## src/hdl/ett_pkg.sv

```systemverilog
// Types and constants shared by the expiring timeout table core.
// Holds the item structs, result kind codes and the age unit's result type.
// No dependencies.
`timescale 1ns / 1ps

package ett_pkg;

    localparam int TIME_W = 24;
    localparam int USER_W = 31;
    localparam int REM_W  = 7;

    // Timeout given to added entries after reset: 30 s in 1/256 s units.
    localparam logic [TIME_W-1:0] JOIN_TIMEOUT_RST = 24'd7680;

    localparam logic CMD_ADD  = 1'b0;
    localparam logic CMD_TICK = 1'b1;

    typedef enum logic [1:0] {
        KIND_ADD_OK    = 2'd0,
        KIND_ADD_FULL  = 2'd1,
        KIND_EXPIRED   = 2'd2,
        KIND_TICK_NONE = 2'd3
    } kind_t;

    typedef struct packed {
        logic              command;
        logic [USER_W-1:0] user_id;
        logic [TIME_W-1:0] delta;
    } in_item_t;

    typedef struct packed {
        kind_t             kind;
        logic [USER_W-1:0] expired_user;
        logic [REM_W-1:0]  remaining;
        logic              last;
    } out_item_t;

    typedef struct packed {
        logic              alive;
        logic [TIME_W-1:0] time_left;
    } age_t;

endpackage

```

## src/hdl/ett_age_unit.sv

```systemverilog
// Shared aging unit: subtracts the tick delta from one entry's timeout.
// Wraps on underflow rather than saturating; flags whether the entry survives. Uses ett_pkg.
`timescale 1ns / 1ps

module ett_age_unit
    import ett_pkg::*;
(
    input  logic [TIME_W-1:0] time_left,
    input  logic [TIME_W-1:0] delta,
    output age_t              age
);

    logic [TIME_W:0] diff;

    // The extra top bit is the borrow: set when delta exceeds the timeout.
    assign diff = {1'b0, time_left} - {1'b0, delta};

    always_comb
    begin
        age.alive     = !diff[TIME_W] && (diff[TIME_W-1:0] != '0);
        age.time_left = diff[TIME_W-1:0];
    end

endmodule

```

## src/hdl/expiring_timeout_table_core.sv

```systemverilog
// Top level of the expiring timeout table: sequencer, entry memories,
// expired-id buffer and output register. Uses ett_pkg and ett_age_unit.
`timescale 1ns / 1ps
//
//  Channel   Direction  Handshake            Payload
//  --------  ---------  -------------------  ----------------------------------
//  in        sink       in_valid / in_stall  in_item  (command, user_id, delta)
//  out       source     out_valid/out_stall  out_item (kind, expired_user,
//                                                      remaining, last)
//  cfg       sink       cfg_valid/cfg_ready  cfg_data (join_timeout)
//
//  An add writes its entry in the accept cycle if the table is not full; ST_RESP
//  then loads its result into the output register once that register is free.
//  A tick is accepted, walks the table in ST_WALK, then gives either a single
//  "none expired" result from ST_RESP or, for each expired entry, a read in
//  ST_EMIT_RD and a load into the output register in ST_EMIT_WR.
//  The walk visits one entry per cycle, set by the single read port of the
//  entry memory and the one shared subtractor.
//  Reset clears the count, the sequencer and the output valid; the entry
//  memories hold no reset value and are only read below the count.
//  A stall on the output holds the finished item in the output register; the
//  sequencer waits for it to leave before it loads the next result.

module expiring_timeout_table_core
    import ett_pkg::*;
#(
    parameter int TABLE_DEPTH = 32
)
(
    input  logic              clk,
    input  logic              rst_n,

    input  logic              in_valid,
    output logic              in_stall,
    input  in_item_t          in_item,

    output logic              out_valid,
    input  logic              out_stall,
    output out_item_t         out_item,

    input  logic              cfg_valid,
    output logic              cfg_ready,
    input  logic [TIME_W-1:0] cfg_data
);

    // Index width covers the table; count width can also hold the depth itself.
    localparam int IDX_W = (TABLE_DEPTH > 1) ? $clog2(TABLE_DEPTH) : 1;
    localparam int CNT_W = $clog2(TABLE_DEPTH + 1);
    localparam logic [CNT_W-1:0] DEPTH_CNT = CNT_W'(TABLE_DEPTH);

    typedef enum logic [4:0] {
        ST_IDLE    = 5'b00001,
        ST_WALK    = 5'b00010,
        ST_EMIT_RD = 5'b00100,
        ST_EMIT_WR = 5'b01000,
        ST_RESP    = 5'b10000
    } state_t;

    state_t            state_reg, state_next;
    logic [CNT_W-1:0]  cnt_reg, cnt_next;
    logic [TIME_W-1:0] join_timeout_reg, join_timeout_next;
    logic [TIME_W-1:0] delta_reg, delta_next;
    logic [CNT_W-1:0]  rd_cnt_reg, rd_cnt_next;
    logic              rd_pend_reg, rd_pend_next;
    logic [CNT_W-1:0]  keep_reg, keep_next;
    logic [CNT_W-1:0]  ngone_reg, ngone_next;
    logic [CNT_W-1:0]  emit_idx_reg, emit_idx_next;
    kind_t             kind_reg, kind_next;
    logic              out_valid_reg, out_valid_next;
    out_item_t         out_item_reg, out_item_next;

    // Entry memories (user id and remaining time) and the expired-id buffer.
    logic [USER_W-1:0] user_mem [TABLE_DEPTH];
    logic [TIME_W-1:0] time_mem [TABLE_DEPTH];
    logic [USER_W-1:0] gone_mem [TABLE_DEPTH];

    logic [USER_W-1:0] rd_user_reg;
    logic [TIME_W-1:0] rd_time_reg;
    logic [USER_W-1:0] gone_user_reg;

    logic              mem_wr_en;
    logic [IDX_W-1:0]  mem_wr_addr;
    logic [USER_W-1:0] mem_wr_user;
    logic [TIME_W-1:0] mem_wr_time;
    logic              mem_rd_en;
    logic              gone_wr_en;
    logic              gone_rd_en;

    logic              out_free;
    logic              emit_last;
    age_t              age;

    ett_age_unit u_age
    (
        .time_left (rd_time_reg),
        .delta     (delta_reg),
        .age       (age)
    );

    // The output register can take a new item when it is empty or draining now.
    assign out_free  = !out_valid_reg || !out_stall;
    assign emit_last = (emit_idx_reg + CNT_W'(1)) == ngone_reg;

    assign in_stall  = (state_reg != ST_IDLE);
    assign cfg_ready = (state_reg == ST_IDLE);
    assign out_valid = out_valid_reg;
    assign out_item  = out_item_reg;

    always_comb
    begin
        state_next        = state_reg;
        cnt_next          = cnt_reg;
        join_timeout_next = join_timeout_reg;
        delta_next        = delta_reg;
        rd_cnt_next       = rd_cnt_reg;
        rd_pend_next      = rd_pend_reg;
        keep_next         = keep_reg;
        ngone_next        = ngone_reg;
        emit_idx_next     = emit_idx_reg;
        kind_next         = kind_reg;
        out_valid_next    = out_valid_reg && out_stall;
        out_item_next     = out_item_reg;

        mem_wr_en   = 1'b0;
        mem_wr_addr = '0;
        mem_wr_user = '0;
        mem_wr_time = '0;
        mem_rd_en   = 1'b0;
        gone_wr_en  = 1'b0;
        gone_rd_en  = 1'b0;

        unique case (state_reg)
            ST_IDLE:
            begin
                if (cfg_valid)
                begin
                    join_timeout_next = cfg_data;
                end
                if (in_valid)
                begin
                    if (in_item.command == CMD_ADD)
                    begin
                        if (cnt_reg < DEPTH_CNT)
                        begin
                            mem_wr_en   = 1'b1;
                            mem_wr_addr = cnt_reg[IDX_W-1:0];
                            mem_wr_user = in_item.user_id;
                            mem_wr_time = join_timeout_reg;
                            cnt_next    = cnt_reg + CNT_W'(1);
                            kind_next   = KIND_ADD_OK;
                        end
                        else
                        begin
                            kind_next = KIND_ADD_FULL;
                        end
                        state_next = ST_RESP;
                    end
                    else
                    begin
                        delta_next   = in_item.delta;
                        rd_cnt_next  = '0;
                        rd_pend_next = 1'b0;
                        keep_next    = '0;
                        ngone_next   = '0;
                        state_next   = ST_WALK;
                    end
                end
            end

            ST_WALK:
            begin
                // Age the entry read last cycle; survivors move down to keep.
                if (rd_pend_reg)
                begin
                    if (age.alive)
                    begin
                        mem_wr_en   = 1'b1;
                        mem_wr_addr = keep_reg[IDX_W-1:0];
                        mem_wr_user = rd_user_reg;
                        mem_wr_time = age.time_left;
                        keep_next   = keep_reg + CNT_W'(1);
                    end
                    else
                    begin
                        gone_wr_en = 1'b1;
                        ngone_next = ngone_reg + CNT_W'(1);
                    end
                end
                // Keep reading ahead; keep never passes the read pointer.
                if (rd_cnt_reg != cnt_reg)
                begin
                    mem_rd_en    = 1'b1;
                    rd_cnt_next  = rd_cnt_reg + CNT_W'(1);
                    rd_pend_next = 1'b1;
                end
                else
                begin
                    rd_pend_next = 1'b0;
                    if (!rd_pend_reg)
                    begin
                        cnt_next = keep_reg;
                        if (ngone_reg == '0)
                        begin
                            kind_next  = KIND_TICK_NONE;
                            state_next = ST_RESP;
                        end
                        else
                        begin
                            emit_idx_next = '0;
                            state_next    = ST_EMIT_RD;
                        end
                    end
                end
            end

            ST_EMIT_RD:
            begin
                gone_rd_en = 1'b1;
                state_next = ST_EMIT_WR;
            end

            ST_EMIT_WR:
            begin
                if (out_free)
                begin
                    out_valid_next             = 1'b1;
                    out_item_next.kind         = KIND_EXPIRED;
                    out_item_next.expired_user = gone_user_reg;
                    out_item_next.remaining    = REM_W'(cnt_reg);
                    out_item_next.last         = emit_last;
                    emit_idx_next              = emit_idx_reg + CNT_W'(1);
                    state_next                 = emit_last ? ST_IDLE : ST_EMIT_RD;
                end
            end

            ST_RESP:
            begin
                if (out_free)
                begin
                    out_valid_next             = 1'b1;
                    out_item_next.kind         = kind_reg;
                    out_item_next.expired_user = '0;
                    out_item_next.remaining    = REM_W'(cnt_reg);
                    out_item_next.last         = 1'b1;
                    state_next                 = ST_IDLE;
                end
            end

            default:
            begin
                state_next = ST_IDLE;
            end
        endcase
    end

    always_ff @(posedge clk or negedge rst_n)
    begin
        if (!rst_n)
        begin
            state_reg        <= ST_IDLE;
            cnt_reg          <= '0;
            join_timeout_reg <= JOIN_TIMEOUT_RST;
            rd_cnt_reg       <= '0;
            rd_pend_reg      <= 1'b0;
            keep_reg         <= '0;
            ngone_reg        <= '0;
            emit_idx_reg     <= '0;
            out_valid_reg    <= 1'b0;
        end
        else
        begin
            state_reg        <= state_next;
            cnt_reg          <= cnt_next;
            join_timeout_reg <= join_timeout_next;
            rd_cnt_reg       <= rd_cnt_next;
            rd_pend_reg      <= rd_pend_next;
            keep_reg         <= keep_next;
            ngone_reg        <= ngone_next;
            emit_idx_reg     <= emit_idx_next;
            out_valid_reg    <= out_valid_next;
        end
    end

    always_ff @(posedge clk)
    begin
        delta_reg    <= delta_next;
        kind_reg     <= kind_next;
        out_item_reg <= out_item_next;
    end

    // Entry memories: one write port, one registered read port.
    always_ff @(posedge clk)
    begin
        if (mem_wr_en)
        begin
            user_mem[mem_wr_addr] <= mem_wr_user;
            time_mem[mem_wr_addr] <= mem_wr_time;
        end
        if (mem_rd_en)
        begin
            rd_user_reg <= user_mem[rd_cnt_reg[IDX_W-1:0]];
            rd_time_reg <= time_mem[rd_cnt_reg[IDX_W-1:0]];
        end
    end

    // Expired ids are parked here until the walk knows the final count.
    always_ff @(posedge clk)
    begin
        if (gone_wr_en)
        begin
            gone_mem[ngone_reg[IDX_W-1:0]] <= rd_user_reg;
        end
        if (gone_rd_en)
        begin
            gone_user_reg <= gone_mem[emit_idx_reg[IDX_W-1:0]];
        end
    end

    // The count never exceeds the table depth.
    assert property (@(posedge clk) disable iff (!rst_n)
        cnt_reg <= DEPTH_CNT)
        else $error("entry count above table depth");

    // Every entry read during a walk is either kept, expired or still in flight.
    assert property (@(posedge clk) disable iff (!rst_n)
        (state_reg == ST_WALK) |->
        ({1'b0, keep_reg} + {1'b0, ngone_reg} + (CNT_W+1)'(rd_pend_reg))
            == {1'b0, rd_cnt_reg})
        else $error("walk bookkeeping lost an entry");

    // Expired results are only drawn from entries that were parked.
    assert property (@(posedge clk) disable iff (!rst_n)
        (state_reg == ST_EMIT_RD || state_reg == ST_EMIT_WR) |->
        (emit_idx_reg < ngone_reg))
        else $error("emit index past expired count");

    // A new result is only loaded by the result-producing states.
    assert property (@(posedge clk) disable iff (!rst_n)
        $rose(out_valid_reg) |->
        ($past(state_reg) == ST_RESP || $past(state_reg) == ST_EMIT_WR))
        else $error("output loaded outside a result state");

    // Loading the final result of an item returns the sequencer to idle.
    assert property (@(posedge clk) disable iff (!rst_n)
        (state_reg == ST_EMIT_WR && out_free && emit_last) |=>
        (state_reg == ST_IDLE))
        else $error("sequencer did not finish after last result");

endmodule
```

## config.mk

```make
export PLATFORM = sky130hd
export DESIGN_NAME = expiring_timeout_table_core
export DESIGN_NICKNAME = d
export VERILOG_FILES = /design/src/hdl/ett_pkg.sv /design/src/hdl/ett_age_unit.sv /design/src/hdl/expiring_timeout_table_core.sv
export SDC_FILE = /design/constraint.sdc
export NUM_CORES = 2
export LEC_CHECK = 0
export BUFFER_PORTS_ARGS = -buffer_cell sky130_fd_sc_hd__buf_2
export CORE_ASPECT_RATIO = 0.9
export CORE_UTILIZATION = 46
export CTS_BUF_LIST = sky130_fd_sc_hd__clkbuf_4 sky130_fd_sc_hd__clkbuf_8 sky130_fd_sc_hd__clkbuf_16
export DETAILED_ROUTE_END_ITERATION = 8
export GPL_TIMING_DRIVEN = 1
export HOLD_SLACK_MARGIN = 0.05
export PLACE_DENSITY = 0.72
export REMOVE_ABC_BUFFERS = 1
export SETUP_SLACK_MARGIN = 0.15
export SYNTH_ARGS = -nofsm -noshare
export SYNTH_HDL_FRONTEND = slang
export SYNTH_SLANG_ARGS = --single-unit
export TNS_END_PERCENT = 100
```

## constraint.sdc

```tcl
create_clock -name clk -period 22.4 [get_ports clk]
set_input_delay 3.36 -clock clk [delete_from_list [all_inputs] [get_ports clk]]
set_output_delay 3.36 -clock clk [all_outputs]
set_load 0.02 [all_outputs]
```

==> reports/results.txt <==
Port bufs - 127
Hold_sp - rd_cnt_reg[5]$_DFFE_PN0P_
Final Routed Wirelength - 291,000 um
H-tree depth - 5
Die extent in y - 478 um
Leak pwr - 39.8 nW
Hold Fails Final Rpt - 0
Ys flop type - edfxtp_1
Ys async rst share - 2.06%
Area delta synth->final - 12.5%
Initial Util - 46.3%
CP endpoint kind - flop
Reg2reg path depth - 12
First-pass GRT wire length - 416,000 um
Setup Fix Bufs, Post-CTS - 0
Drt drc - 0
Hold WC Path Type - reg2reg
DRT Pass-1 Iters - 6
IO Pins - 129
1st-iter DRT viols - 7,360
Hold slack final - 0.509 ns
Core region area - 250,000 um^2
Synth area leader - edfxtp_1
Worst r2r src - rd_time_reg[6]$_DFFE_PP_
Vias per cell - 6.23
Sequential area share after synthesis - 76.6%
Crit path largest cell delay - 0.98 ns
Slew headroom - 9.95%
Worst setup path class - in2reg
CTS tree - yes
Sink Count - 2,965
Vias - 59,711
Most common cell in the netlist - edfxtp_1
Achievable clock frequency - 0.156 GHz
Top post-synthesis cells by area - edfxtp_1 75%, mux4_2 10%, mux2i_1 2.9%
Hold endpoint - rd_cnt_reg[5]$_DFFE_PN0P_
Core Rows - 174
Multi-input gate area - 26,100 um^2
Post-synth EDFFs - 2,904
Pwr Density - 93.0 nW/um^2
Routed WL per cell - 30.3 um
Placed cells - 9,086
Tmin final - 6.42 ns
Slew @ Worst Pin - 1.35 ns
Syn Area/Cell - 20.0 um^2
Synth warn - 0
Final GP Congestion - 0.879
FF/Latch Area - 88,800 um^2
Outcome - completed
Final nets - 6,149
Skew-Pair Late Insertion Delay - 0.88 ns
Final instance area - 130,000 um^2
Crit path max fanout - 31
Antenna violations before repair - 9
Die area - 254,000 um^2
Slowest CP cell - nor2_4
Share of the synthesized area in the top cell type - 75.3%
# hold bufs at CTS - 0
Largest net degree at the start of global routing - 157
Post-Syn Area - 116,000 um^2
CTS clock-pin slew for the worst setup and hold paths - 0.06 ns
Filler instances - 19,178
RSZ-0062 raised after global routing - no
DP HPWL - 152,000 um
Netlist cell types - 99
Post-cts resize count - 0
Final Cycle Share - 28.7%
Root buf cell - clkbuf_16
Hold Path Cell Cnt - 1
Final setup viols - 0
Fin Setup TNS - 0 ns
Number of routed nets with antenna violations - 0
Worst setup SP type - input pin
Num CTS Buffers - 287
Post-synth top cells - 2,904 x edfxtp_1, 530 x mux4_2, 334 x mux2i_1, 293 x nand2_1, 236 x clkbuf_1
Flop2flop setup slack - 16.19 ns
GRT Total Usage - 22.7%
Max_cap viols - 0
Req. time, crit path - 22.87 ns
Worst Path Arrival - 6.89 ns
Total power - 12.1 mW
Final slew viol count - 0
Layout cells sized above 1 - 24.7%
Clk buf depth - 4
Max IR drop VDD - 0.0791 mV
Skew final - 0.0555 ns
Post-route insts no fill - 9,589
Worst path cell trace - buf_2, nand2_1, or3_1, nor2_1, o21a_1, a32oi_1, nor2_4, buf_4
GR Overflow Total - 0
Number of global-route vias before repair - 59,416
Synth Instances - 5,775
Reg2Reg Capture Point - user_mem[4][1]$_DFFE_PP_
Area post-placement - 121,000 um^2
Yosys reg bits - 2,965
Die width - 531 um
[power by group]
group          total [mW]  switching, mW  internal (mW)  leakage (nW)
clock network        4.73           2.02           2.71          4.56
logic                1.09          0.632          0.459          7.95
registers            6.30         0.0883           6.21          27.3
[layer usage]
metal  track usage [%]  vias to the layer above  wire length [um]
met3              4.29                      556             28600
met4              7.58                        2              9870
met1              31.2                    31380            113000
li1                  -                    24399                 -
met2              36.6                     3374            139000
met5                 0                        -                13
[critical path: cells and delay by family]
kind | cells | cell delay (ns)
compound gates | 2 | 0.56
buf+inv | 2 | 0.77
simple gates | 4 | 2.16
[final cells by class]
class | instances | area share, %
diodes | 1 | 0.00192
clock buffers | 362 | 6.07
clock inverters | 140 | 0.947
inverters | 48 | 0.140
multi-input cells | 2447 | 20.1
flip-flops and latches | 2965 | 68.1
well taps | 3344 | 3.21
repair buffers | 282 | 1.43
[kinds of logic (layout without fill, tap and decap cells)]
| group | count (synthesis) | in the layout | synth area share, % |
|---|---|---|---|
| AO/OA/AOI/OAI | 796 | 796 | 4.54 |
| XOR/XNOR | 28 | 28 | 0.212 |
| adder cells (fa/ha/maj) | 33 | 33 | 0.363 |
| buffers and inverters | 363 | 832 | 1.21 |
| flip-flops | 2965 | 2965 | 76.6 |
| multiplexers | 1029 | 1029 | 14.8 |
| other | 1 | 2 | 0.00324 |
| AND/OR/NAND/NOR | 560 | 560 | 2.23 |
[metrics by stage]
step	setup slack, ns	util (%)
6_report	15.98	52.1
5_1_grt	15.80	52.1
4_1_cts	16.08	52.1
3_5_place_dp	15.19	48.5
3_3_place_gp	15.17	48.5
2_1_floorplan	-1.13	-
[how the worst max path moves through the flow]
stage                         startpoint                         to  slack [ns]  depth (start not counted)
2_1_floorplan  rd_cnt_reg[0]$_DFFE_PN0P_     cnt_reg[0]$_DFFE_PN0P_       -1.13                          8
3_3_place_gp                    in_valid  user_mem[30][9]$_DFFE_PP_       15.17                         10
3_5_place_dp                    in_valid   user_mem[4][5]$_DFFE_PP_       15.19                          8
4_1_cts                         in_valid   user_mem[4][1]$_DFFE_PP_       16.08                          8
5_1_grt                         in_valid   user_mem[4][1]$_DFFE_PP_       15.80                          8
6_report                        in_valid   user_mem[4][1]$_DFFE_PP_       15.98                          8
[layout by cell type (no fill, tap or decap), types with 6 or more instances in the layout]
cell | Yosys | routed
clkbuf_4 | 0 | 64
bufinv_16 | 0 | 17
nor2_4 | 0 | 37
clkinv_1 | 1 | 63
a22o_1 | 49 | 48
nor3_1 | 40 | 14
edfxtp_1 | 2904 | 2904
nor2_1 | 73 | 36
or3_1 | 10 | 10
inv_1 | 46 | 44
a31oi_1 | 8 | 8
nor3_2 | 1 | 26
and3_1 | 9 | 9
dfrtp_1 | 56 | 46
a21o_1 | 6 | 6
buf_4 | 4 | 151
nor2b_1 | 7 | 7
o21ai_0 | 214 | 208
nand2_1 | 293 | 292
o21ai_1 | 7 | 11
dfrtp_4 | 0 | 9
o31ai_1 | 11 | 10
and2_1 | 46 | 45
inv_6 | 0 | 7
ha_1 | 32 | 32
o21a_1 | 6 | 6
o221ai_1 | 166 | 166
a21oi_1 | 206 | 205
mux2_2 | 165 | 165
clkbuf_16 | 0 | 295
buf_2 | 3 | 126
mux4_2 | 530 | 530
xnor2_1 | 17 | 17
clkinv_2 | 0 | 39
xor2_1 | 11 | 11
nand4_1 | 7 | 7
mux2i_1 | 334 | 334
nand3_1 | 33 | 32
o22ai_1 | 61 | 61
(Power assumes the default switching activity.)
